===== config.mk =====
export PLATFORM = sky130hd
export DESIGN_NAME = coab_csr
export DESIGN_NICKNAME = d
export VERILOG_FILES = /design/src/sv/coab_pkg.sv /design/src/sv/coab_csr.sv
export SDC_FILE = /design/constraint.sdc
export NUM_CORES = 1
export LEC_CHECK = 0
export ABC_AREA = 1
export BUFFER_PORTS_ARGS = -buffer_cell sky130_fd_sc_hd__buf_2
export CORE_MARGIN = 5
export CORE_UTILIZATION = 50
export CTS_BUF_LIST = sky130_fd_sc_hd__clkbuf_4
export CTS_CLUSTER_SIZE = 24
export DETAILED_ROUTE_END_ITERATION = 10
export PLACE_DENSITY = 0.83
export REMOVE_ABC_BUFFERS = 1
export SLEW_MARGIN = 20
export SYNTH_ARGS = -nofsm -noshare
export SYNTH_HDL_FRONTEND = slang
export SYNTH_SLANG_ARGS = --single-unit

===== constraint.sdc =====
create_clock -name clock -period 2 [get_ports clock]
set_clock_uncertainty 0.05 [all_clocks]
set_input_delay 0.5 -clock clock [delete_from_list [all_inputs] [get_ports clock]]
set_output_delay 0.5 -clock clock [all_outputs]
set_load 0.1 [all_outputs]

===== src/sv/coab_pkg.sv =====
package coab_pkg;

   // Shape store geometry
   localparam int unsigned STORE_AW = 12;
   localparam int unsigned WORD_W   = 32;

   // Register index codes (byte address / 4)
   localparam int unsigned REG_IDX_W = 3;
   localparam logic [REG_IDX_W-1:0] REG_VISIBLE  = 3'd0;
   localparam logic [REG_IDX_W-1:0] REG_ORIGIN_X = 3'd1;
   localparam logic [REG_IDX_W-1:0] REG_ORIGIN_Y = 3'd2;
   localparam logic [REG_IDX_W-1:0] REG_SHAPE_W  = 3'd3;
   localparam logic [REG_IDX_W-1:0] REG_SHAPE_H  = 3'd4;
   localparam logic [REG_IDX_W-1:0] REG_FB_W     = 3'd5;
   localparam logic [REG_IDX_W-1:0] REG_FB_H     = 3'd6;

   localparam int unsigned CSR_AW = 5;
   localparam int unsigned CSR_DW = 32;

   // Register reset values
   localparam logic [6:0]  SHAPE_W_RST = 7'd12;
   localparam logic [6:0]  SHAPE_H_RST = 7'd19;
   localparam logic [12:0] FB_W_RST    = 13'd4096;
   localparam logic [12:0] FB_H_RST    = 13'd4096;

   // Request operation codes
   localparam logic OP_LOAD  = 1'b0;
   localparam logic OP_BLEND = 1'b1;

   // Blend constants
   localparam logic [7:0] BYTE_MAX  = 8'hFF;
   localparam int unsigned ALPHA_LSB = 24;

   typedef struct packed {
      logic        operation;
      logic [11:0] shape_index;
      logic [31:0] shape_argb;
      logic [11:0] pixel_col;
      logic [11:0] pixel_row;
      logic [7:0]  in_blue;
      logic [7:0]  in_green;
      logic [7:0]  in_red;
      logic [7:0]  in_pad;
   } req_type;

   typedef struct packed {
      logic [7:0] out_blue;
      logic [7:0] out_green;
      logic [7:0] out_red;
      logic [7:0] out_pad;
      logic       covered;
   } rsp_type;

   typedef struct packed {
      logic               cursor_visible;
      logic signed [12:0] origin_x;
      logic signed [12:0] origin_y;
      logic [6:0]         shape_width;
      logic [6:0]         shape_height;
      logic [12:0]        fb_width;
      logic [12:0]        fb_height;
   } cfg_type;

endpackage


===== src/sv/coab_csr.sv =====
module coab_csr (
   input  logic                        clock,
   input  logic                        reset,
   input  logic                        csr_psel,
   input  logic                        csr_penable,
   input  logic                        csr_pwrite,
   input  logic [coab_pkg::CSR_AW-1:0] csr_paddr,
   input  logic [coab_pkg::CSR_DW-1:0] csr_pwdata,
   output logic [coab_pkg::CSR_DW-1:0] csr_prdata,
   output logic                        csr_pready,
   output coab_pkg::cfg_type           cfg
);

   coab_pkg::cfg_type                  cfg_ff;
   logic                               wr_en;
   logic [coab_pkg::REG_IDX_W-1:0]     reg_idx;

   assign csr_pready = 1'b1;
   assign reg_idx    = csr_paddr[coab_pkg::CSR_AW-1:2];
   assign wr_en      = csr_psel && csr_penable && csr_pwrite && csr_pready;
   assign cfg        = cfg_ff;

   // Register file writes
   always_ff @(posedge clock) begin
      if (reset) begin
         cfg_ff.cursor_visible <= 1'b0;
         cfg_ff.origin_x       <= '0;
         cfg_ff.origin_y       <= '0;
         cfg_ff.shape_width    <= coab_pkg::SHAPE_W_RST;
         cfg_ff.shape_height   <= coab_pkg::SHAPE_H_RST;
         cfg_ff.fb_width       <= coab_pkg::FB_W_RST;
         cfg_ff.fb_height      <= coab_pkg::FB_H_RST;
      end else if (wr_en) begin
         case (reg_idx)
            coab_pkg::REG_VISIBLE:  cfg_ff.cursor_visible <= csr_pwdata[0];
            coab_pkg::REG_ORIGIN_X: cfg_ff.origin_x       <= csr_pwdata[12:0];
            coab_pkg::REG_ORIGIN_Y: cfg_ff.origin_y       <= csr_pwdata[12:0];
            coab_pkg::REG_SHAPE_W:  cfg_ff.shape_width    <= csr_pwdata[6:0];
            coab_pkg::REG_SHAPE_H:  cfg_ff.shape_height   <= csr_pwdata[6:0];
            coab_pkg::REG_FB_W:     cfg_ff.fb_width       <= csr_pwdata[12:0];
            coab_pkg::REG_FB_H:     cfg_ff.fb_height      <= csr_pwdata[12:0];
            default: ;
         endcase
      end
   end

   // Read mux, raw register bits zero extended
   always_comb begin
      case (reg_idx)
         coab_pkg::REG_VISIBLE:  csr_prdata = 32'(cfg_ff.cursor_visible);
         coab_pkg::REG_ORIGIN_X: csr_prdata = 32'(unsigned'(cfg_ff.origin_x));
         coab_pkg::REG_ORIGIN_Y: csr_prdata = 32'(unsigned'(cfg_ff.origin_y));
         coab_pkg::REG_SHAPE_W:  csr_prdata = 32'(cfg_ff.shape_width);
         coab_pkg::REG_SHAPE_H:  csr_prdata = 32'(cfg_ff.shape_height);
         coab_pkg::REG_FB_W:     csr_prdata = 32'(cfg_ff.fb_width);
         coab_pkg::REG_FB_H:     csr_prdata = 32'(cfg_ff.fb_height);
         default:                csr_prdata = '0;
      endcase
   end

endmodule


==> reports/results.ini <==
[sta]
rsz0062_at_grt=yes
hold_ws_ns=0.279
fin_crit_sh_pct=101
fmax_ghz=0.496
finalSetupViolations=2
setup_tns_ns=-0.0184
drv_slew=0
max_slew_margin_pct=66.1
finalHoldViolations=0
fin_crit_ns=2.02
worstMarginPinSlew_ns=0.511
setup_ws_ns=-0.0162

[synthesis]
ys_ff_latch=67
yosys_warnings=0
syn_area_per_cell_sq_um=6.39
ys_seq_area_share_pct=38.9
syn_inst=540
syn_area_sq_um=3450
ys_types=18

[placed_design]
place_hpwl_um=7720
portBuffers=100
placed_cells=721
globalplace.congestion=0.883

[route]
viasPerCell=5.48
wire_per_inst_um=15.1
drc=0
wl_um=11200
drt_iter0_drc=416
ant_nets=0
drt_pass1_iterations=5
num_vias=4062

[global_route]
grt_first_pass_wirelength_um=17400
antenna_found_initial=0
grt_pass1_vias=3761
grt.total_usage_pct=24.9
grt_overflow_total=0
grt_max_degree=68

[setup_path]
slowest_stage=buf_12
cp_cell_sequence=buf_12 > inv_6 > nand2_4 > nor2_4 > buf_6 > nand2_2 > nand2_1 > inv_1 > nand2_2 > buf_12
r2r-end=cfg[31]$_SDFFE_PP0P_
max_stage_delay_ns=0.17
reg2regPathDepth=2
critPathBufInv=5
reg2reg_slack_ns=1.27
worstReg2RegStart=cfg[31]$_SDFFE_PP0P_
path_max_fanout=7
required_ns=1.45
cp-start-kind=input pin
path_class=input pin to primary output
critPathTopFamily=buffers and inverters
end_kind=primary output
arrival_ns=1.47

[layout]
final_layout_size_suffix_gt1_share_pct=29.2
antenna_cells=0
nets=698
largest_reg_flops=67
finalNonFillerCells=741
fin_util_pct=67.7
mostFrequentLayoutCells=146 x nand2_1, 129 x nor2_1, 85 x buf_2, 67 x dfxtp_1, 50 x nand3_1
mostFrequentLayoutCell=nand2_1
syn2layout_area_growth_pct=32.5

[die]
ios=142
die_h_um=93.1
dieArea_sq_um=8670
core_sq_um=6760
initial_core_util_pct=51.1
dieWidth_um=93.1
num_rows=30

[cts]
clock_latency_ns=0.39
ctsHoldBuffers=0
cts_made_buffers=9
clockRootBuffer=clkbuf_4
cts.sinks=67
htree_levels=3
cts_tree=done
clk_pin_slew_worst_paths_ns=0.11
cts_buffer_depth=2

[pwr]
p_leak_nw=2.28
power.density_nw_per_um2=613
irDropWorstVdd_mv=0.400
power_w=0.00280

[hold_path]
min_to=cfg[27]$_SDFFE_PP1P_
hold_start=csr_pwdata[1]
hp-class=input pin to register
min_path_cells=3

[outcome]
violations=negative setup slack
status=finished with violations

[run]
cap_viol_max_count=0

## power breakdown
part           internal (W)  leakage, nW  switching [W]
sequential          0.00135        0.541      0.0000149
combinational      0.000153         1.69       0.000557
clock              0.000257       0.0573       0.000472
## kinds of logic after synthesis
| logic type | Yosys count | share of synthesized area, % |
|---|---|---|
| AO/OA/AOI/OAI | 3 | 0.435 |
| buffers and inverters | 76 | 12.2 |
| flip-flops | 67 | 38.9 |
| other | 2 | 0.218 |
| AND/OR/NAND/NOR | 392 | 48.3 |
## worst min-delay path: cells and delay by family
kind,cells,cell delay (ns)
and+or+nand+nor,2,0.11
buffers and inverters,1,0.09
## worst max path at each step
stage	from	to	slack, ns	depth (start not counted)
final	csr_paddr[2]	csr_prdata[3]	-0.02	10
after global routing	csr_paddr[2]	csr_prdata[3]	-0.05	10
after CTS	csr_paddr[3]	csr_prdata[5]	-0.01	10
after detailed placement	csr_paddr[3]	csr_prdata[2]	-0.13	10
after global placement	csr_paddr[3]	csr_prdata[1]	-0.09	10
after floorplan	csr_paddr[3]	csr_prdata[1]	-0.64	7
## metal layers
layer / GRT usage [%] / routed length (um) / part of all wire [%] / up-vias
met4: 8.42 / 284 / 2.5 / 0
met3: 6.92 / 1190 / 11 / 39
met5: 0 / 0 / 0 / -
met2: 41.0 / 5380 / 48 / 271
li1: - / - / - / 1894
met1: 31.4 / 4300 / 39 / 1858
## repair_timing
item / CTS / global route
pin swaps: 4 / 14
setup endpoints to repair: 13 / 13
endpoints found under the hold margin: 0 / 0
gates resized for setup: 23 / 34
setup buffers: 2 / 2
## final cells by class
type	instances	area, sq um
clock inverter	6	32.5
clock buffer	10	75.1
fill	553	2180
timing repair buffer	138	1070
multi-input combinational	415	1840
tap	80	100
sequential	67	1340
inverter	25	115
## stage by stage
stage	worst slack, ns	area [sq um]
after global placement	-0.0862	4270
after floorplan	-0.638	3190
after global routing	-0.0499	4570
after detailed placement	-0.129	4270
final	-0.0162	4570
after CTS	-0.0110	4460
## synthesized netlist by cell type, drive strengths merged
library cell | number | area [sq um]
a21oi | 1 | 5.00
buf | 46 | 309
clkbuf | 5 | 18.8
conb | 2 | 7.51
dfxtp | 67 | 1340
inv | 25 | 93.8
nand2 | 166 | 623
nand3 | 52 | 265
nand4 | 34 | 213
nor2 | 140 | 566
o21ai | 2 | 10.0
Power figures use the tool's default switching activity.
